## config.mk

```make
export PLATFORM = sky130hd
export DESIGN_NAME = iso_tp_receive_reassembler_flat
export DESIGN_NICKNAME = d
export VERILOG_FILES = /design/src/rtl/isotp_pkg.sv /design/src/rtl/isotp_if.sv /design/src/rtl/isotp_cmdq.sv /design/src/rtl/isotp_front.sv /design/src/rtl/isotp_back.sv /design/src/rtl/iso_tp_receive_reassembler.sv /design/src/flat_wrapper.sv
export SDC_FILE = /design/constraint.sdc
export NUM_CORES = 1
export LEC_CHECK = 0
export ABC_AREA = 0
export BUFFER_PORTS_ARGS = -buffer_cell sky130_fd_sc_hd__buf_2
export CORE_MARGIN = 3
export CORE_UTILIZATION = 45
export DETAILED_ROUTE_END_ITERATION = 8
export GPL_TIMING_DRIVEN = 0
export PLACE_DENSITY_LB_ADDON = 0.12
export SYNTH_ARGS = -nofsm -noshare
export SYNTH_HDL_FRONTEND = slang
export SYNTH_SLANG_ARGS = --single-unit
```

## constraint.sdc

```tcl
create_clock -name clk -period 5.15 [get_ports clk]
set_input_delay 1.03 -clock clk [delete_from_list [all_inputs] [get_ports clk]]
set_output_delay 1.03 -clock clk [all_outputs]
set_load 0.05 [all_outputs]
```

## src/rtl/isotp_pkg.sv

```systemverilog
// Shared types and constants of the ISO-TP receive reassembler.
package isotp_pkg;

	// input item codes
	localparam logic [1:0] CMD_ARM    = 2'd0;
	localparam logic [1:0] CMD_FRAME  = 2'd1;
	localparam logic [1:0] CMD_TICK   = 2'd2;
	localparam logic [1:0] CMD_CANCEL = 2'd3;

	// result kinds
	localparam logic [1:0] KIND_FLOW    = 2'd0;
	localparam logic [1:0] KIND_BYTE    = 2'd1;
	localparam logic [1:0] KIND_EMPTY   = 2'd2;
	localparam logic [1:0] KIND_TIMEOUT = 2'd3;

	// configuration register indexes
	localparam int CFG_IDX_W = 1;
	localparam logic [CFG_IDX_W-1:0] REG_ACCEPT_ID = 1'b0;
	localparam logic [CFG_IDX_W-1:0] REG_TIMEOUT   = 1'b1;
	localparam int CFG_DATA_W = 11;

	localparam logic [7:0] TIMEOUT_RESET = 8'd50;

	// protocol control nibbles
	localparam logic [3:0] PCI_SINGLE = 4'h0;
	localparam logic [3:0] PCI_FIRST  = 4'h1;
	localparam logic [3:0] PCI_CONSEC = 4'h2;

	localparam logic [10:0] ID_LO     = 11'h7E8;
	localparam logic [10:0] ID_HI     = 11'h7EF;
	localparam logic [10:0] FC_OFFSET = 11'd8;

	localparam logic [3:0] DLC_MAX     = 4'd8;
	localparam logic [2:0] CF_MAX_BYTES = 3'd7;
	localparam logic [2:0] FF_BYTES     = 3'd6;

	// lengths and store addresses are carried at the widest first-frame length
	localparam int LEN_W = 12;
	localparam logic [LEN_W-1:0] FF_MIN_LEN = 12'd7;

	localparam logic [9:0] ELAPSED_MAX = 10'h3FF;

	typedef enum logic [1:0] {
		OP_FLOW,
		OP_REPLY,
		OP_TIMEOUT
	} q_op_t;

	typedef struct packed {
		q_op_t             op;
		logic [10:0]       id;
		logic [LEN_W-1:0]  count;
	} q_entry_t;

	typedef struct packed {
		logic             we;
		logic [LEN_W-1:0] addr;
		logic [7:0]       data;
	} mem_wr_t;

	typedef struct packed {
		logic reading;
		logic done;
	} back_stat_t;

endpackage

```

## src/rtl/isotp_if.sv

```systemverilog
// Valid/ready channel interfaces for input events and result words.
interface isotp_in_if;
	logic        valid;
	logic        ready;
	logic [1:0]  cmd;
	logic [10:0] frame_id;
	logic        frame_extended;
	logic        frame_remote;
	logic [3:0]  frame_length;
	logic [63:0] frame_data;

	modport source (output valid, output cmd, output frame_id, output frame_extended,
		output frame_remote, output frame_length, output frame_data, input ready);
	modport sink (input valid, input cmd, input frame_id, input frame_extended,
		input frame_remote, input frame_length, input frame_data, output ready);
endinterface

interface isotp_out_if;
	logic        valid;
	logic        ready;
	logic [1:0]  kind;
	logic [10:0] flow_control_id;
	logic [10:0] source_id;
	logic [7:0]  payload_byte;
	logic        last;

	modport source (output valid, output kind, output flow_control_id, output source_id,
		output payload_byte, output last, input ready);
	modport sink (input valid, input kind, input flow_control_id, input source_id,
		input payload_byte, input last, output ready);
endinterface

```

## src/rtl/isotp_cmdq.sv

```systemverilog
// Two-entry command queue between the front and back parts.
module isotp_cmdq (
	input  logic                clk,
	input  logic                arst_n,
	input  logic                push_valid,
	output logic                push_ready,
	input  isotp_pkg::q_entry_t push_entry,
	output logic                pop_valid,
	input  logic                pop_ready,
	output isotp_pkg::q_entry_t pop_entry
);
	import isotp_pkg::*;

	q_entry_t   slot_q [2];
	logic       wptr_q;
	logic       rptr_q;
	logic [1:0] fill_q;
	logic       push;
	logic       pop;

	assign push_ready = (fill_q != 2'd2);
	assign pop_valid  = (fill_q != 2'd0);
	assign pop_entry  = slot_q[rptr_q];
	assign push       = push_valid && push_ready;
	assign pop        = pop_valid && pop_ready;

	always_ff @(posedge clk) begin
		if (push)
			slot_q[wptr_q] <= push_entry;
	end

	always_ff @(posedge clk or negedge arst_n) begin
		if (!arst_n) begin
			wptr_q <= 1'b0;
			rptr_q <= 1'b0;
			fill_q <= 2'd0;
		end else begin
			if (push)
				wptr_q <= ~wptr_q;
			if (pop)
				rptr_q <= ~rptr_q;
			if (push && !pop)
				fill_q <= fill_q + 2'd1;
			else if (pop && !push)
				fill_q <= fill_q - 2'd1;
		end
	end
endmodule

```

## src/rtl/isotp_front.sv

```systemverilog
// Front part: accepts events, filters and classifies frames, keeps the
// reassembly state and writes payload bytes into the store.
module isotp_front #(
	parameter int BUFFER_DEPTH = 64
) (
	input  logic                  clk,
	input  logic                  arst_n,
	isotp_in_if.sink              in_ch,
	input  logic [10:0]           accept_id,
	input  logic [7:0]            timeout_units,
	output logic                  push_valid,
	input  logic                  push_ready,
	output isotp_pkg::q_entry_t   push_entry,
	output isotp_pkg::mem_wr_t    mem_wr,
	input  isotp_pkg::back_stat_t back_stat
);
	import isotp_pkg::*;

	localparam int CW = $clog2(BUFFER_DEPTH + 1);
	localparam int AW = $clog2(BUFFER_DEPTH);

	typedef enum logic {ST_IDLE, ST_WRITE} state_t;

	state_t         state_q;
	logic           awaiting_q;
	logic [9:0]     elapsed_q;
	logic [CW-1:0]  stored_q;
	logic [CW-1:0]  expected_q;
	logic [3:0]     seq_q;
	logic [10:0]    src_q;
	logic           reply_out_q;
	logic [55:0]    shreg_q;
	logic [AW-1:0]  waddr_q;
	logic [2:0]     wcnt_q;
	logic           pend_valid_q;
	q_entry_t       pend_q;

	logic           in_acc;
	logic [3:0]     dlc;
	logic [3:0]     pci;
	logic [3:0]     nib;
	logic [LEN_W-1:0] ff_len;
	logic           id_ok;
	logic           frame_ok;
	logic           is_sf;
	logic           is_ff;
	logic           ff_big;
	logic           is_cf;
	logic [CW-1:0]  cf_rem;
	logic [2:0]     cf_n;
	logic [CW-1:0]  cf_sum;
	logic           cf_done;
	logic [9:0]     elapsed_inc;
	logic           tick_hit;

	assign in_ch.ready = (state_q == ST_IDLE) && !reply_out_q && push_ready;
	assign in_acc      = in_ch.valid && in_ch.ready;

	always_comb begin
		dlc = (in_ch.frame_length > DLC_MAX) ? DLC_MAX : in_ch.frame_length;
		pci = in_ch.frame_data[7:4];
		nib = in_ch.frame_data[3:0];
		ff_len = {nib, in_ch.frame_data[15:8]};
		if (accept_id != 11'd0)
			id_ok = (in_ch.frame_id == accept_id);
		else
			id_ok = (in_ch.frame_id >= ID_LO) && (in_ch.frame_id <= ID_HI);
		frame_ok = awaiting_q && !in_ch.frame_extended && !in_ch.frame_remote &&
			(in_ch.frame_length != 4'd0) && id_ok;
		is_sf  = frame_ok && (pci == PCI_SINGLE) && (nib <= dlc - 4'd1);
		is_ff  = frame_ok && (pci == PCI_FIRST) && (dlc == DLC_MAX) && (ff_len >= FF_MIN_LEN);
		ff_big = (ff_len > LEN_W'(BUFFER_DEPTH));
		is_cf  = frame_ok && (pci == PCI_CONSEC) && (expected_q != '0) && (nib == seq_q);
		cf_rem  = expected_q - stored_q;
		cf_n    = (cf_rem > CW'(CF_MAX_BYTES)) ? CF_MAX_BYTES : cf_rem[2:0];
		cf_sum  = stored_q + CW'(cf_n);
		cf_done = (cf_sum >= expected_q);
		elapsed_inc = (elapsed_q == ELAPSED_MAX) ? elapsed_q : elapsed_q + 10'd1;
		tick_hit    = (elapsed_inc >= {timeout_units, 2'b00});
	end

	// results with no store writes go out at once, the rest with the last write
	always_comb begin
		push_valid = 1'b0;
		push_entry = pend_q;
		if (state_q == ST_WRITE) begin
			push_valid = (wcnt_q == 3'd1) && pend_valid_q;
		end else if (in_acc) begin
			if (in_ch.cmd == CMD_TICK && awaiting_q && tick_hit) begin
				push_valid = 1'b1;
				push_entry = '{op: OP_TIMEOUT, id: 11'd0, count: '0};
			end else if (in_ch.cmd == CMD_FRAME && is_sf && nib == 4'd0) begin
				push_valid = 1'b1;
				push_entry = '{op: OP_REPLY, id: in_ch.frame_id, count: '0};
			end
		end
	end

	assign mem_wr = '{we: (state_q == ST_WRITE), addr: LEN_W'(waddr_q), data: shreg_q[7:0]};

	always_ff @(posedge clk or negedge arst_n) begin
		if (!arst_n) begin
			state_q      <= ST_IDLE;
			awaiting_q   <= 1'b0;
			elapsed_q    <= '0;
			stored_q     <= '0;
			expected_q   <= '0;
			seq_q        <= '0;
			src_q        <= '0;
			reply_out_q  <= 1'b0;
			shreg_q      <= '0;
			waddr_q      <= '0;
			wcnt_q       <= '0;
			pend_valid_q <= 1'b0;
			pend_q       <= '0;
		end else begin
			if (push_valid && push_entry.op == OP_REPLY && push_entry.count != '0)
				reply_out_q <= 1'b1;
			else if (back_stat.done)
				reply_out_q <= 1'b0;

			unique case (state_q)
				ST_IDLE: begin
					if (in_acc) begin
						unique case (in_ch.cmd)
							CMD_ARM: begin
								stored_q   <= '0;
								expected_q <= '0;
								seq_q      <= '0;
								elapsed_q  <= '0;
								awaiting_q <= 1'b1;
							end
							CMD_FRAME: begin
								priority if (is_sf) begin
									stored_q     <= CW'(nib);
									src_q        <= in_ch.frame_id;
									awaiting_q   <= 1'b0;
									shreg_q      <= in_ch.frame_data[63:8];
									waddr_q      <= '0;
									wcnt_q       <= nib[2:0];
									pend_valid_q <= 1'b1;
									pend_q       <= '{op: OP_REPLY, id: in_ch.frame_id,
										count: LEN_W'(nib)};
									if (nib != 4'd0)
										state_q <= ST_WRITE;
								end else if (is_ff && ff_big) begin
									awaiting_q <= 1'b0;
								end else if (is_ff) begin
									expected_q   <= CW'(ff_len);
									stored_q     <= CW'(FF_BYTES);
									src_q        <= in_ch.frame_id;
									seq_q        <= 4'd1;
									shreg_q      <= {8'd0, in_ch.frame_data[63:16]};
									waddr_q      <= '0;
									wcnt_q       <= FF_BYTES;
									pend_valid_q <= 1'b1;
									pend_q       <= '{op: OP_FLOW, id: in_ch.frame_id, count: '0};
									state_q      <= ST_WRITE;
								end else if (is_cf) begin
									stored_q     <= cf_sum;
									seq_q        <= seq_q + 4'd1;
									shreg_q      <= in_ch.frame_data[63:8];
									waddr_q      <= stored_q[AW-1:0];
									wcnt_q       <= cf_n;
									pend_valid_q <= cf_done;
									pend_q       <= '{op: OP_REPLY, id: src_q,
										count: LEN_W'(cf_sum)};
									if (cf_done)
										awaiting_q <= 1'b0;
									state_q      <= ST_WRITE;
								end else begin
									// drop the frame
								end
							end
							CMD_TICK: begin
								if (awaiting_q) begin
									elapsed_q <= elapsed_inc;
									if (tick_hit)
										awaiting_q <= 1'b0;
								end
							end
							CMD_CANCEL: begin
								awaiting_q <= 1'b0;
							end
							default: ;
						endcase
					end
				end
				ST_WRITE: begin
					shreg_q <= {8'd0, shreg_q[55:8]};
					waddr_q <= waddr_q + AW'(1);
					wcnt_q  <= wcnt_q - 3'd1;
					if (wcnt_q == 3'd1)
						state_q <= ST_IDLE;
				end
				default: state_q <= ST_IDLE;
			endcase
		end
	end
endmodule

```

## src/rtl/isotp_back.sv

```systemverilog
// Back part: holds the reply store, turns queued commands into result words
// and streams a stored reply one byte per word.
module isotp_back #(
	parameter int BUFFER_DEPTH = 64
) (
	input  logic                  clk,
	input  logic                  arst_n,
	input  logic                  pop_valid,
	output logic                  pop_ready,
	input  isotp_pkg::q_entry_t   pop_entry,
	input  isotp_pkg::mem_wr_t    mem_wr,
	output isotp_pkg::back_stat_t back_stat,
	isotp_out_if.source           out_ch
);
	import isotp_pkg::*;

	localparam int CW = $clog2(BUFFER_DEPTH + 1);
	localparam int AW = $clog2(BUFFER_DEPTH);

	logic [7:0]    store_mem [BUFFER_DEPTH];

	logic          busy_q;
	logic [CW-1:0] idx_q;
	logic [CW-1:0] cnt_q;
	logic [10:0]   src_q;
	logic          rd_valid_s1;
	logic          rd_last_s1;
	logic [7:0]    rd_data_s1;

	logic          out_valid_q;
	logic [1:0]    kind_q;
	logic [10:0]   fc_id_q;
	logic [10:0]   src_id_q;
	logic [7:0]    byte_q;
	logic          last_q;

	logic          out_free;
	logic          load_byte;
	logic          rd_en;
	logic          rd_last;
	logic          is_stream;
	logic          pop;

	assign out_free  = !out_valid_q || out_ch.ready;
	assign load_byte = rd_valid_s1 && out_free;
	assign rd_en     = busy_q && (!rd_valid_s1 || load_byte);
	assign rd_last   = (idx_q == cnt_q - CW'(1));
	assign is_stream = (pop_entry.op == OP_REPLY) && (pop_entry.count != '0);
	// take a command only once the previous reply has fully left the read stage
	assign pop_ready = !busy_q && !rd_valid_s1 && (is_stream || out_free);
	assign pop       = pop_valid && pop_ready;

	assign back_stat = '{reading: busy_q, done: rd_en && rd_last};

	assign out_ch.valid           = out_valid_q;
	assign out_ch.kind            = kind_q;
	assign out_ch.flow_control_id = fc_id_q;
	assign out_ch.source_id       = src_id_q;
	assign out_ch.payload_byte    = byte_q;
	assign out_ch.last            = last_q;

	always_ff @(posedge clk) begin
		if (mem_wr.we)
			store_mem[mem_wr.addr[AW-1:0]] <= mem_wr.data;
		if (rd_en)
			rd_data_s1 <= store_mem[idx_q[AW-1:0]];
	end

	always_ff @(posedge clk) begin
		if (rd_en)
			rd_last_s1 <= rd_last;
		if (load_byte) begin
			kind_q   <= KIND_BYTE;
			fc_id_q  <= 11'd0;
			src_id_q <= src_q;
			byte_q   <= rd_data_s1;
			last_q   <= rd_last_s1;
		end else if (pop && !is_stream) begin
			fc_id_q <= 11'd0;
			byte_q  <= 8'd0;
			last_q  <= 1'b1;
			unique case (pop_entry.op)
				OP_FLOW: begin
					kind_q   <= KIND_FLOW;
					fc_id_q  <= pop_entry.id - FC_OFFSET;
					src_id_q <= pop_entry.id;
				end
				OP_REPLY: begin
					kind_q   <= KIND_EMPTY;
					src_id_q <= pop_entry.id;
				end
				default: begin
					kind_q   <= KIND_TIMEOUT;
					src_id_q <= 11'd0;
				end
			endcase
		end
		if (pop && is_stream) begin
			cnt_q <= CW'(pop_entry.count);
			src_q <= pop_entry.id;
		end
	end

	always_ff @(posedge clk or negedge arst_n) begin
		if (!arst_n) begin
			busy_q      <= 1'b0;
			idx_q       <= '0;
			rd_valid_s1 <= 1'b0;
			out_valid_q <= 1'b0;
		end else begin
			if (pop && is_stream) begin
				busy_q <= 1'b1;
				idx_q  <= '0;
			end else if (rd_en) begin
				idx_q <= idx_q + CW'(1);
				if (rd_last)
					busy_q <= 1'b0;
			end

			if (rd_en)
				rd_valid_s1 <= 1'b1;
			else if (load_byte)
				rd_valid_s1 <= 1'b0;

			if (load_byte || (pop && !is_stream))
				out_valid_q <= 1'b1;
			else if (out_ch.ready)
				out_valid_q <= 1'b0;
		end
	end
endmodule

```

## src/rtl/iso_tp_receive_reassembler.sv

```systemverilog
// ISO-TP receive reassembler: events in, flow-control/reply/timeout words out.
// A frame carrying payload bytes keeps the front busy, refusing input, while it
// writes them into the store. Result words leave from an output register; a reply
// of N bytes streams at one byte a cycle while the output is ready, and input is
// held off until the last byte is read out.
// Reset clears all control state; store contents stay undefined, no clearing pass.
module iso_tp_receive_reassembler #(
	parameter int BUFFER_DEPTH = 64
) (
	input  logic                                 clk,
	input  logic                                 arst_n,
	isotp_in_if.sink                             in_ch,
	isotp_out_if.source                          out_ch,
	input  logic                                 cfg_we,
	input  logic [isotp_pkg::CFG_IDX_W-1:0]      cfg_index,
	input  logic [isotp_pkg::CFG_DATA_W-1:0]     cfg_wdata
);
	import isotp_pkg::*;

	logic [10:0] accept_id_q;
	logic [7:0]  timeout_q;

	logic        push_valid;
	logic        push_ready;
	q_entry_t    push_entry;
	logic        pop_valid;
	logic        pop_ready;
	q_entry_t    pop_entry;
	mem_wr_t     mem_wr;
	back_stat_t  back_stat;

	always_ff @(posedge clk or negedge arst_n) begin
		if (!arst_n) begin
			accept_id_q <= 11'd0;
			timeout_q   <= TIMEOUT_RESET;
		end else if (cfg_we) begin
			unique case (cfg_index)
				REG_ACCEPT_ID: accept_id_q <= cfg_wdata[10:0];
				REG_TIMEOUT:   timeout_q   <= cfg_wdata[7:0];
				default: ;
			endcase
		end
	end

	isotp_front #(.BUFFER_DEPTH(BUFFER_DEPTH)) u_front (
		.clk           (clk),
		.arst_n        (arst_n),
		.in_ch         (in_ch),
		.accept_id     (accept_id_q),
		.timeout_units (timeout_q),
		.push_valid    (push_valid),
		.push_ready    (push_ready),
		.push_entry    (push_entry),
		.mem_wr        (mem_wr),
		.back_stat     (back_stat)
	);

	isotp_cmdq u_cmdq (
		.clk        (clk),
		.arst_n     (arst_n),
		.push_valid (push_valid),
		.push_ready (push_ready),
		.push_entry (push_entry),
		.pop_valid  (pop_valid),
		.pop_ready  (pop_ready),
		.pop_entry  (pop_entry)
	);

	isotp_back #(.BUFFER_DEPTH(BUFFER_DEPTH)) u_back (
		.clk       (clk),
		.arst_n    (arst_n),
		.pop_valid (pop_valid),
		.pop_ready (pop_ready),
		.pop_entry (pop_entry),
		.mem_wr    (mem_wr),
		.back_stat (back_stat),
		.out_ch    (out_ch)
	);

	a_no_queue_overflow: assert property (@(posedge clk) disable iff (!arst_n)
		push_valid |-> push_ready)
		else $error("command pushed into a full queue");

	a_no_write_during_read: assert property (@(posedge clk) disable iff (!arst_n)
		mem_wr.we |-> !back_stat.reading)
		else $error("store written while a reply is being read");

	a_done_ends_read: assert property (@(posedge clk) disable iff (!arst_n)
		back_stat.done |=> !back_stat.reading)
		else $error("reply read still running after its last byte");

	a_fc_id_only_on_flow: assert property (@(posedge clk) disable iff (!arst_n)
		(out_ch.valid && out_ch.kind != KIND_FLOW) |-> (out_ch.flow_control_id == 11'd0))
		else $error("flow control id set on a non flow-control word");
endmodule
```

## src/flat_wrapper.sv

```systemverilog
// flat-port wrapper written by rule: the top's interface ports become plain ports
module iso_tp_receive_reassembler_flat import isotp_pkg::*;
#(
	parameter int BUFFER_DEPTH = 64
)
  (clk, arst_n, cfg_we, cfg_index, cfg_wdata, in_ch_valid, in_ch_cmd, in_ch_frame_id, in_ch_frame_extended, in_ch_frame_remote, in_ch_frame_length, in_ch_frame_data, in_ch_ready, out_ch_valid, out_ch_kind, out_ch_flow_control_id, out_ch_source_id, out_ch_payload_byte, out_ch_last, out_ch_ready);
  isotp_in_if in_ch_i ();
  isotp_out_if out_ch_i ();
  input  logic clk;
  input  logic arst_n;
  input  logic cfg_we;
  input  logic [isotp_pkg::CFG_IDX_W-1:0] cfg_index;
  input  logic [isotp_pkg::CFG_DATA_W-1:0] cfg_wdata;
  input wire logic [$bits(in_ch_i.valid)-1:0] in_ch_valid;
  input wire logic [$bits(in_ch_i.cmd)-1:0] in_ch_cmd;
  input wire logic [$bits(in_ch_i.frame_id)-1:0] in_ch_frame_id;
  input wire logic [$bits(in_ch_i.frame_extended)-1:0] in_ch_frame_extended;
  input wire logic [$bits(in_ch_i.frame_remote)-1:0] in_ch_frame_remote;
  input wire logic [$bits(in_ch_i.frame_length)-1:0] in_ch_frame_length;
  input wire logic [$bits(in_ch_i.frame_data)-1:0] in_ch_frame_data;
  output wire logic [$bits(in_ch_i.ready)-1:0] in_ch_ready;
  output wire logic [$bits(out_ch_i.valid)-1:0] out_ch_valid;
  output wire logic [$bits(out_ch_i.kind)-1:0] out_ch_kind;
  output wire logic [$bits(out_ch_i.flow_control_id)-1:0] out_ch_flow_control_id;
  output wire logic [$bits(out_ch_i.source_id)-1:0] out_ch_source_id;
  output wire logic [$bits(out_ch_i.payload_byte)-1:0] out_ch_payload_byte;
  output wire logic [$bits(out_ch_i.last)-1:0] out_ch_last;
  input wire logic [$bits(out_ch_i.ready)-1:0] out_ch_ready;
  assign in_ch_i.valid = in_ch_valid;
  assign in_ch_i.cmd = in_ch_cmd;
  assign in_ch_i.frame_id = in_ch_frame_id;
  assign in_ch_i.frame_extended = in_ch_frame_extended;
  assign in_ch_i.frame_remote = in_ch_frame_remote;
  assign in_ch_i.frame_length = in_ch_frame_length;
  assign in_ch_i.frame_data = in_ch_frame_data;
  assign in_ch_ready = in_ch_i.ready;
  assign out_ch_valid = out_ch_i.valid;
  assign out_ch_kind = out_ch_i.kind;
  assign out_ch_flow_control_id = out_ch_i.flow_control_id;
  assign out_ch_source_id = out_ch_i.source_id;
  assign out_ch_payload_byte = out_ch_i.payload_byte;
  assign out_ch_last = out_ch_i.last;
  assign out_ch_i.ready = out_ch_ready;
  iso_tp_receive_reassembler #(.BUFFER_DEPTH(BUFFER_DEPTH)) u_core (.clk(clk), .arst_n(arst_n), .in_ch(in_ch_i), .out_ch(out_ch_i), .cfg_we(cfg_we), .cfg_index(cfg_index), .cfg_wdata(cfg_wdata));
endmodule
```

=== After elaboration in Yosys (flattened, before gate mapping) ===
Memory sizes are Yosys's and may differ from the RTL's. A register that Yosys moved wholly into a read port is not among the register bits.
Index checks and enable logic that the tools add are counted.
Widths: inputs -> output; s select.

* Bits in registers: 218
* Word-level logic and storage cells: 274
* RAM bits: 562
* Output and inout port bits: 35
* Memories: 2

{| class="wikitable"
|+ Memories
! memory !! depth !! width !! read ports !! clocked after Yosys merged registers in !! write ports !! RTL line !! source
|-
| u_core.u_back.store_mem || 64 || 8 || 1 || 1 || 1 || isotp_back.sv:20 || <nowiki>logic [7:0] store_mem [BUFFER_DEPTH];</nowiki>
|-
| u_core.u_cmdq.slot_q || 2 || 25 || 1 || 0 || 1 || isotp_cmdq.sv:14 || <nowiki>q_entry_t slot_q [2];</nowiki>
|}

* Equality and inequality tests: 29
* $lt $le $gt $ge: 9
* Reductions and logical operators: 83
* Muxes and demuxes: 103
* Bitwise gates (word level): 4
* $add $sub $neg: 12

{| class="wikitable"
|+ Operator list
! cell !! number
|-
| $mux 56 || 6
|-
| $mux 25 || 8
|-
| $pmux 56 s2 || 1
|-
| $mux 11 || 7
|-
| $mux 7 || 9
|-
| $mux 1 || 39
|-
| $logic_and 1x1->1 || 36
|-
| $mux 6 || 6
|-
| $pmux 7 s2 || 2
|-
| $reduce_bool 12->1 || 2
|-
| $reduce_bool 2->1 || 11
|-
| $mux 3 || 7
|-
| $mux 10 || 2
|-
| $mux 4 || 5
|-
| $pmux 10 s2 || 1
|-
| $reduce_and 5->1 || 4
|-
| $mux 8 || 2
|-
| $ne 2x2->1 const B || 7
|-
| $ge 12x3->1 const B || 1
|-
| $gt 12x7->1 const B || 1
|-
| $ne 4x3->1 const B || 3
|-
| $pmux 6 s2 || 1
|-
| $reduce_and 6->1 || 2
|-
| $eq 11x11->1 || 1
|-
| other kinds (49) || 76
|}

=== Depth between registers and ports, before layout ===
Gate-level depths: netlist of the first run.

* Depth in word-level cells: 18
* Mapped depth: 22
* Mapped depth without buffers: 22

=== Modules after synthesis ===
A second synthesis of the first run with hierarchy kept.

* Cell total of the unflattened synthesis: 2,278
* Area total of the unflattened synthesis: 34,247.8 um^2

{| class="wikitable"
|+ By module, submodules not included
! module !! area an instance (um^2) !! instances !! cells an instance
|-
| isotp_back || 23,161.0 || 1 || 1,245
|-
| isotp_front || 8,216.6 || 1 || 896
|-
| isotp_cmdq || 2,099.5 || 1 || 96
|-
| iso_tp_receive_reassembler || 770.7 || 1 || 41
|}

=== Least setup slack after synthesis of the first run ===
Ideal clock, no wire load.

* Path type: input -> register
* From: in in_ch_frame_length[3]
* To: mem u_core.u_cmdq.slot_q[0][0] (netlist bit) (enable)
* Setup slack: 0.735 ns
* Data required time: 4.751 ns
* Arrival time: 4.016 ns
* Buffers on the path: 1
* Library setup time: 0.399 ns
* Stages on the path: 12
* Path through: nand2b_1 > ha_1 > ha_1 > nor2b_1 > o31ai_1 > a21oi_1 > a211oi_2 > and3_1 > buf_4 > nor2_4 > a21oi_4 > nor2b_1

* Longest elaborated chain between the ends: 14

{| class="wikitable"
|+ RTL lines
! element !! RTL line !! source
|-
| from (decl) || flat_wrapper.sv:19 || <nowiki>input wire logic [$bits(in_ch_i.frame_length)-1:0] in_ch_frame_length;</nowiki>
|-
| $gt 4x4->1 / $reduce_bool 4->1 (equally long branches) || isotp_front.sv:60, isotp_front.sv:69 ||
|-
| $mux 4 / $logic_and 1x1->1 (equally long branches) || isotp_front.sv:60, isotp_front.sv:68 ||
|-
| $sub 4x1->4 / $logic_and 1x1->1 (equally long branches) || isotp_front.sv:70, isotp_front.sv:69 ||
|-
| $le 4x4->1 / $logic_and 1x1->1 (equally long branches) || isotp_front.sv:70 || <nowiki>is_sf = frame_ok && (pci == PCI_SINGLE) && (nib <= dlc - 4'd1);</nowiki>
|-
| $logic_and 1x1->1 (*) || isotp_front.sv:70 ||
|-
| $logic_and 1x1->1 (*) (2 in a row) || isotp_front.sv:92 || <nowiki>end else if (in_ch.cmd == CMD_FRAME && is_sf && nib == 4'd0) begin</nowiki>
|-
| $mux 1 (*) || isotp_front.sv:92 ||
|-
| $mux 1 (*) || isotp_front.sv:89 || <nowiki>if (in_ch.cmd == CMD_TICK && awaiting_q && tick_hit) begin</nowiki>
|-
| $mux 1 (*) || isotp_front.sv:88 || <nowiki>end else if (in_acc) begin</nowiki>
|-
| $mux 1 (*) || isotp_front.sv:86 || <nowiki>if (state_q == ST_WRITE) begin</nowiki>
|-
| $logic_and 1x1->1 (*) || isotp_cmdq.sv:24 || <nowiki>assign push = push_valid && push_ready;</nowiki>
|-
| named net u_core.u_cmdq.push || isotp_cmdq.sv:18 || <nowiki>logic push;</nowiki>
|-
| $mux 1 (*) || isotp_cmdq.sv:28 || <nowiki>if (push)</nowiki>
|-
| $mux 1 (implied by the code) (*) || isotp_cmdq.sv:29 || <nowiki>slot_q[wptr_q] <= push_entry;</nowiki>
|-
| to (decl) || isotp_cmdq.sv:14 ||
|}

Mark *: on every way through the listed nets, which the timed path passes. The rest lies on a longest branch.

=== Worst setup path after layout of the first run ===
* From: reg u_core.u_front.stored_q[0]
* To: reg u_core.u_front.awaiting_q

* Longest elaborated chain between the ends: 7

{| class="wikitable"
|+ RTL lines
! element !! RTL line !! source
|-
| from (decl) || isotp_front.sv:27 || <nowiki>logic [CW-1:0] stored_q;</nowiki>
|-
| from (signal assigned) || isotp_front.sv:135 || <nowiki>stored_q <= CW'(nib);</nowiki>
|-
| from (signal assigned) || isotp_front.sv:150 || <nowiki>stored_q <= CW'(FF_BYTES);</nowiki>
|-
| from (signal assigned) || isotp_front.sv:160 || <nowiki>stored_q <= cf_sum;</nowiki>
|-
| $sub 7x7->7 || isotp_front.sv:74 || <nowiki>cf_rem = expected_q - stored_q;</nowiki>
|-
| $gt 7x3->1 || isotp_front.sv:75 || <nowiki>cf_n = (cf_rem > CW'(CF_MAX_BYTES)) ? CF_MAX_BYTES : cf_rem[2:0];</nowiki>
|-
| $mux 3 || isotp_front.sv:75 ||
|-
| $add 7x3->7 (*) || isotp_front.sv:76 || <nowiki>cf_sum = stored_q + CW'(cf_n);</nowiki>
|-
| $ge 7x7->1 (*) || isotp_front.sv:77 || <nowiki>cf_done = (cf_sum >= expected_q);</nowiki>
|-
| $ne 4x3->1 (no source line) (*) || n/a ||
|-
| $reduce_and 5->1 (no source line) (*) || n/a ||
|-
| to (signal assigned) || isotp_front.sv:104 || <nowiki>awaiting_q <= 1'b0;</nowiki>
|-
| to (signal assigned) || isotp_front.sv:131 || <nowiki>awaiting_q <= 1'b1;</nowiki>
|-
| to (signal assigned) || isotp_front.sv:137 || <nowiki>awaiting_q <= 1'b0;</nowiki>
|-
| to (decl) || isotp_front.sv:25 || <nowiki>logic awaiting_q;</nowiki>
|}

Every way passes the cells marked *; elsewhere a longest branch is shown, timed or not.
A chain may end at the register's enable or synchronous reset.

==> impl_metrics.py, run 1 <==
metrics = {
    "logic_synthesis": {
        "synth_edf_count": 599,
        "yosysWarnings": 0,
        "synthFlopType": "edfxtp_1",
        "mappedNetlistArea_um2": 33500,
        "synth_top_cell_area_share_pct": 53.8,
        "synth_top_cell_by_area": "edfxtp_1",
        "synth_nets": 2168,
        "synth_cell_types": 81,
        "synth_seq_cells": 772,
        "postSynth.asyncResetShare_pct": 20.7,
        "synth.yosys.seq_area_share_pct": 66.5,
        "synth_area_per_cell_um2": 16.5,
        "synth_area_leaders": "edfxtp_1 54%, dfrtp_1 12%, mux4_2 11%",
        "synthCells": 2028,
    },
    "route": {
        "routed_wl_mm": 82.4,
        "drt_iter0_drc": 1459,
        "drc": 0,
        "num_vias": 18937,
        "drtAntennaViolNets": 0,
        "viasPerCell": 5.75,
        "first_pass_iters": 5,
        "post_drt_wl_per_cell_um": 25.0,
    },
    "global_route": {
        "grt.overflow.total": 0,
        "grt_pass1_wl_mm": 125,
        "antenna_found_initial": 3,
        "grt_pass1_vias": 19620,
        "grt.total_usage_pct": 21.4,
        "grt_max_degree": 105,
    },
    "critical_path": {
        "timing_worst_setup_path_type": "reg2reg",
        "worstPathMaxFanout": 6,
        "worstPathCellList": "ha_1, fa_1, nor2b_2, nor3_1, a221o_1, a211o_1, nor2_1, nand2_1, and2_1, fa_1, a21o_1, and2_1, xnor2_1, ha_1, nand2_1, o31ai_1, nand3_1, nand2_1, a2bb2oi_1, o21ai_1, o211ai_1",
        "slowest_stage": "dfrtp_1",
        "cp-end-kind": "register",
        "startpoint_type": "register",
        "worst_ep_arrival_time_ns": 5.29,
        "cp.required_ns": 5.62,
        "critPathMostFrequentCell": "nand2_1",
        "r2r_setup_slack_ns": 0.32,
        "worstRegToRegCells": 21,
        "max_stage_delay_ns": 0.49,
        "crit_path_end": "u_core.u_front.awaiting_q",
        "r2r-start": "u_core.u_front.stored_q[0]",
        "r2r-end": "u_core.u_front.awaiting_q",
        "cp-startpoint": "u_core.u_front.stored_q[0]",
    },
    "timing": {
        "grt_setup_unrepaired": "no",
        "slew_violations": 0,
        "hold_ws_ns": 0.337,
        "final_hold_viol_count": 0,
        "clock_skew_ns": 0.0241,
        "setup_viol": 0,
        "max_freq_ghz": 0.207,
        "slew_headroom_pct": 10.4,
        "period_minus_slack_ns": 4.83,
        "setup_tns_ns": 0,
        "final.period_utilization_pct": 93.8,
        "worst_slew_pin_slew_ns": 1.33,
    },
    "final_layout": {
        "fillerInstances": 6052,
        "layout-drive-gt1-share_pct": 25.9,
        "nets": 2402,
        "seq_area_um2": 22300,
        "multi_input_area_um2": 10600,
        "areaGrowthSynthToFinish_pct": 14.3,
    },
    "pwr": {
        "power_density_nw_per_um2": 423,
        "ir_drop_uv": 397,
        "p_comb_share_pct": 20.7,
        "power_frac_clock_pct": 35.5,
        "p_sw_share_pct": 29.0,
        "switching_power_uw": 4690,
        "seq_power_share_pct": 43.9,
        "internal_power_uw": 11500,
        "cellLeakagePower_uw": 0.0117,
    },
    "floorplan": {
        "ios": 135,
        "die_x_um": 279,
        "die_area_um2": 77600,
        "start_util_pct": 45.6,
        "die_h_um": 279,
        "core_area_um2": 73300,
        "num_rows": 99,
    },
    "place": {
        "hpwl_mm": 58.4,
        "gp_routability_congestion": 0.850,
        "portBuffers": 134,
    },
    "job": {
        "drv_cap": 0,
    },
    "cts": {
        "cts.sinks": 772,
        "insertion_delay_ns": 0.63,
        "cts_buffers": 82,
        "postCtsHoldBufs": 0,
        "clockBufferDepth": 3,
        "clk_pin_slew_ns": 0.06,
        "cts_tree": "done",
        "cts-htree-levels": 3,
        "ctsResizeCount": 0,
        "ctsRootBufferMaster": "clkbuf_16",
        "post_cts_buffers": 0,
    },
    "run_status": {
        "status": "finished clean",
    },
    "hold_path": {
        "hold_path.class": "in2async",
    },
}
final cells by class:
class	count	share of cell area, %
flip-flops and latches	772	58.2
clock buffers	112	5.71
well taps	959	3.14
plain buffers	104	1.34
diodes	4	0.0262
repair buffers	150	2.44
clock inverters	38	1.08
multi-input cells	1106	27.6
inverters	46	0.451
power groups by stage:
stage	clock network, uW	logic, uW	registers, uW
2_1_floorplan	0	2060	7580
3_3_place_gp	0	3330	7220
3_5_place_dp	0	3380	7230
4_1_cts	5880	3390	7100
5_1_grt	6130	3610	7130
6_report	5740	3350	7100
metrics by stage:
| stage | utilization [%] | area, um^2 | setup slack [ns] | cells | total power [uW] |
|---|---|---|---|---|---|
| 3_3_place_gp | 48.2 | 35300 | -0.174 | 3121 | 10600 |
| 3_5_place_dp | 48.5 | 35600 | 0.343 | 3135 | 10600 |
| 5_1_grt | 52.1 | 38200 | 0.0475 | 3288 | 16900 |
| 6_report | 52.2 | 38200 | 0.322 | 3291 | 16200 |
| 4_1_cts | 52.1 | 38200 | 0.302 | 3285 | 16400 |
| 2_1_floorplan | - | 33500 | 0.735 | 2028 | 9640 |
worst min-delay path by stage:
stage | startpoint | endpoint | slack, ns
4_1_cts | arst_n | u_core.u_front.shreg_q[35] | 0.33
5_1_grt | arst_n | u_core.u_front.shreg_q[35] | 0.35
3_3_place_gp | u_core.u_back.out_ch.flow_control_id[3] | u_core.u_back.out_ch.flow_control_id[3] | 0.46
2_1_floorplan | u_core.u_cmdq.fill_q[1] | u_core.u_cmdq.fill_q[1] | 0.45
6_report | arst_n | u_core.u_front.shreg_q[35] | 0.34
3_5_place_dp | u_core.u_back.out_ch.flow_control_id[6] | u_core.u_back.out_ch.flow_control_id[6] | 0.46
state kept, by name (all words and copies together), names as in the netlist, 19 cells and up:
name	cells
u_core.u_cmdq.slot_q	40
u_core.u_front.pend_q	19
u_core.u_front.shreg_q	56
u_core.u_back.store_mem	512
cells in the final DEF, fill, tap and decap left out, types with 28 or more instances in the layout:
master / count
ha_1: 38
nand2_1: 108
o211ai_2: 38
a22o_1: 28
edfxtp_1: 599
mux2_2: 47
mux4_2: 168
inv_1: 46
xnor2_1: 28
mux2i_1: 69
dfrtp_1: 149
clkbuf_1: 78
nand3_1: 40
nor2_1: 123
a21oi_1: 44
xor2_1: 33
nand3b_1: 54
clkbuf_16: 82
buf_2: 153
synthesized netlist by cell type (all sizes together) (21+ instances only):
master	count
a21oi	48
a22o	28
buf	54
clkbuf	50
dfrtp	157
edfxtp	599
ha	38
inv	46
mux2	48
mux2i	69
mux4	168
nand2	108
nand2b	21
nand3	42
nand3b	54
nor2	126
nor3	28
o211ai	44
o21ai	39
o31ai	23
xnor2	28
xor2	33
routing by layer:
layer	global-route usage (%)	vias up	wire length [um]
met5	0	-	12
met4	5.13	2	1760
met3	3.47	102	4190
met2	36.6	518	41500
met1	29.0	9871	34900
li1	-	8444	-
critical path, delay by kind of cell, from the launching register on:
family	cells	cell delay, ns
AO/OA/AOI/OAI	7	1.30
flip-flops	1	0.49
XOR/XNOR	1	0.18
AND/OR/NAND/NOR	9	1.28
adder cells (fa/ha/maj)	4	1.44
logic make-up (layout without fill, tap and decap cells):
family	after synthesis	count (layout)	share of synthesized area (%)
other	0	4	0
buffers and inverters	150	450	2.05
AO/OA/AOI/OAI	241	241	5.71
flip-flops	772	772	66.5
multiplexers	285	285	15.0
XOR/XNOR	61	61	1.60
AND/OR/NAND/NOR	479	479	7.59
adder cells (fa/ha/maj)	40	40	1.54
Power figures use the tool's default switching activity.
==> run 2: changes to the inputs <==
Settings changed: ABC_CLOCK_PERIOD_IN_PS set to 5150, GPL_TIMING_DRIVEN 0 to 1, HOLD_SLACK_MARGIN set to 0.15.
==> impl_metrics.py, run 2 (synthesized netlist as in run 1, its figures left out) <==
metrics = {
    "floorplan": {
        "core_area_um2": 73300,
        "die_h_um": 279,
        "die_x_um": 279,
        "start_util_pct": 45.6,
        "ios": 135,
        "num_rows": 99,
        "die_area_um2": 77600,
    },
    "final_layout": {
        "final_cell_mix": "599 x edfxtp_1, 168 x mux4_2, 145 x dfrtp_1, 133 x buf_2, 123 x nor2_1",
        "areaGrowthSynthToFinish_pct": 13.4,
        "layout-drive-gt1-share_pct": 26.2,
        "largest_reg_flops": 512,
        "design_area_um2": 37900,
        "fin_util_pct": 51.7,
        "layout_commonest_cell": "edfxtp_1",
        "nets": 2325,
    },
    "global_route": {
        "grt_pass1_vias": 18955,
        "antenna_found_initial": 3,
        "grt_pass1_wl_mm": 118,
        "grt.total_usage_pct": 20.0,
        "grt_max_degree": 121,
        "grt.overflow.total": 0,
    },
    "timing": {
        "period_minus_slack_ns": 4.80,
        "slew_violations": 0,
        "fin_ws_ns": 0.345,
        "clock_skew_ns": 0.0211,
        "slew_headroom_pct": 19.0,
        "final_hold_viol_count": 0,
        "grt_setup_unrepaired": "no",
        "worst_slew_pin_slew_ns": 1.21,
        "final.period_utilization_pct": 93.3,
        "max_freq_ghz": 0.208,
        "setup_tns_ns": 0,
        "setup_viol": 0,
    },
    "route": {
        "drc": 0,
        "num_vias": 18352,
        "routed_wl_mm": 76.7,
        "first_pass_iters": 5,
        "drt_iter0_drc": 1581,
        "post_drt_wl_per_cell_um": 23.9,
        "viasPerCell": 5.72,
        "drtAntennaViolNets": 0,
    },
    "critical_path": {
        "timing_worst_setup_path_type": "reg2reg",
        "startpoint_type": "register",
        "worstPathMaxFanout": 6,
        "r2r-start": "u_core.u_front.stored_q[0]",
        "r2r_setup_slack_ns": 0.35,
        "worst_ep_arrival_time_ns": 5.25,
        "cp.required_ns": 5.60,
        "worstRegToRegCells": 21,
        "r2r-end": "u_core.u_front.awaiting_q",
        "cp-end-kind": "register",
    },
    "cts": {
        "ctsResizeCount": 0,
        "clk_pin_slew_ns": 0.06,
        "cts_tree": "done",
        "cts-htree-levels": 3,
        "cts.sinks": 772,
        "insertion_delay_ns": 0.62,
        "post_cts_buffers": 0,
        "clockBufferDepth": 3,
        "cts_buffers": 81,
        "postCtsHoldBufs": 0,
        "ctsRootBufferMaster": "clkbuf_16",
    },
    "place": {
        "portBuffers": 134,
        "dp_worst_setup_slack_ns": 0.416,
        "gp_routability_congestion": 0.838,
        "hpwl_mm": 51.2,
        "placed_area_um2": 35300,
    },
    "pwr": {
        "ir_drop_uv": 297,
        "cellLeakagePower_uw": 0.0116,
        "power_density_nw_per_um2": 425,
    },
    "job": {
        "drv_cap": 0,
    },
    "run_status": {
        "status": "finished clean",
    },
    "hold_path": {
        "hold_path.class": "in2async",
    },
}
[run 2: changes by cell type in the layout (fill, tap and decap cells not counted), sizes merged]
cell	change
buf	-24
clkbuf	-50
inv	-1
clkinv	-2
clkinvlp	-4
diode	-2
bufinv	+1
[run 2: worst max path at each step]
stage | end | slack (ns) | from | cells after the start
floorplan | u_core.u_cmdq.slot_q[0][0] | 0.73 | in_ch_frame_length[3] | 12
global placement | u_core.u_front.awaiting_q | 0.56 | u_core.u_front.stored_q[0] | 21
detailed placement | u_core.u_front.awaiting_q | 0.42 | u_core.u_front.stored_q[0] | 21
CTS | u_core.u_front.awaiting_q | 0.41 | u_core.u_front.stored_q[0] | 21
global route | u_core.u_front.awaiting_q | 0.09 | u_core.u_front.stored_q[0] | 21
finish | u_core.u_front.awaiting_q | 0.35 | u_core.u_front.stored_q[0] | 21
[run 2: stage by stage]
step                      total power, uW  hold WS (ns)  std cells
final                               16100         0.469       3209
after global routing                16800         0.499       3209
after CTS                           16300         0.477       3207
after detailed placement            10500         0.460       3061
after global placement              10400         0.463       3061
after floorplan                      9640         0.450       2028
[run 2: report_power, final]
part           internal, uW  switching (uW)
Clock                  3480            2360
Combinational          1190            1770
Sequential             6940             397
Total                 11600            4520
[run 2: final cells by class]
type	instances	area [um^2]
multi-input combinational	1106	10500
tap	959	1200
inverter	46	173
sequential	772	22300
timing repair buffer	178	1090
clock buffer	114	2260
antenna	2	5.00
fill	6076	35400
clock inverter	32	394
[run 2: metal layers]
| metal | GRT usage [%] | share of wire (%) |
|---|---|---|
| met1 | 27.5 | 43 |
| met2 | 33.1 | 49 |
| met3 | 3.74 | 5.1 |
| met4 | 5.20 | 2.4 |
| met5 | 0 | 0.016 |
[run 2: worst max-delay path: stages, from the launching register on]
cell and delay [ns]:
dfrtp_1 0.44, ha_1 0.25, fa_1 0.39, nor2b_1 0.27, nor3_1 0.09, a221o_1 0.27
a211o_1 0.30, nor2_1 0.24, nand2_1 0.11, and2_1 0.18, fa_1 0.43, a21o_1 0.21
and2_1 0.19, xnor2_1 0.16, ha_1 0.31, nand2_1 0.06, o31ai_1 0.25, nand3_1 0.12
nand2_1 0.10, a2bb2oi_1 0.07, o21ai_1 0.11, o211ai_1 0.09
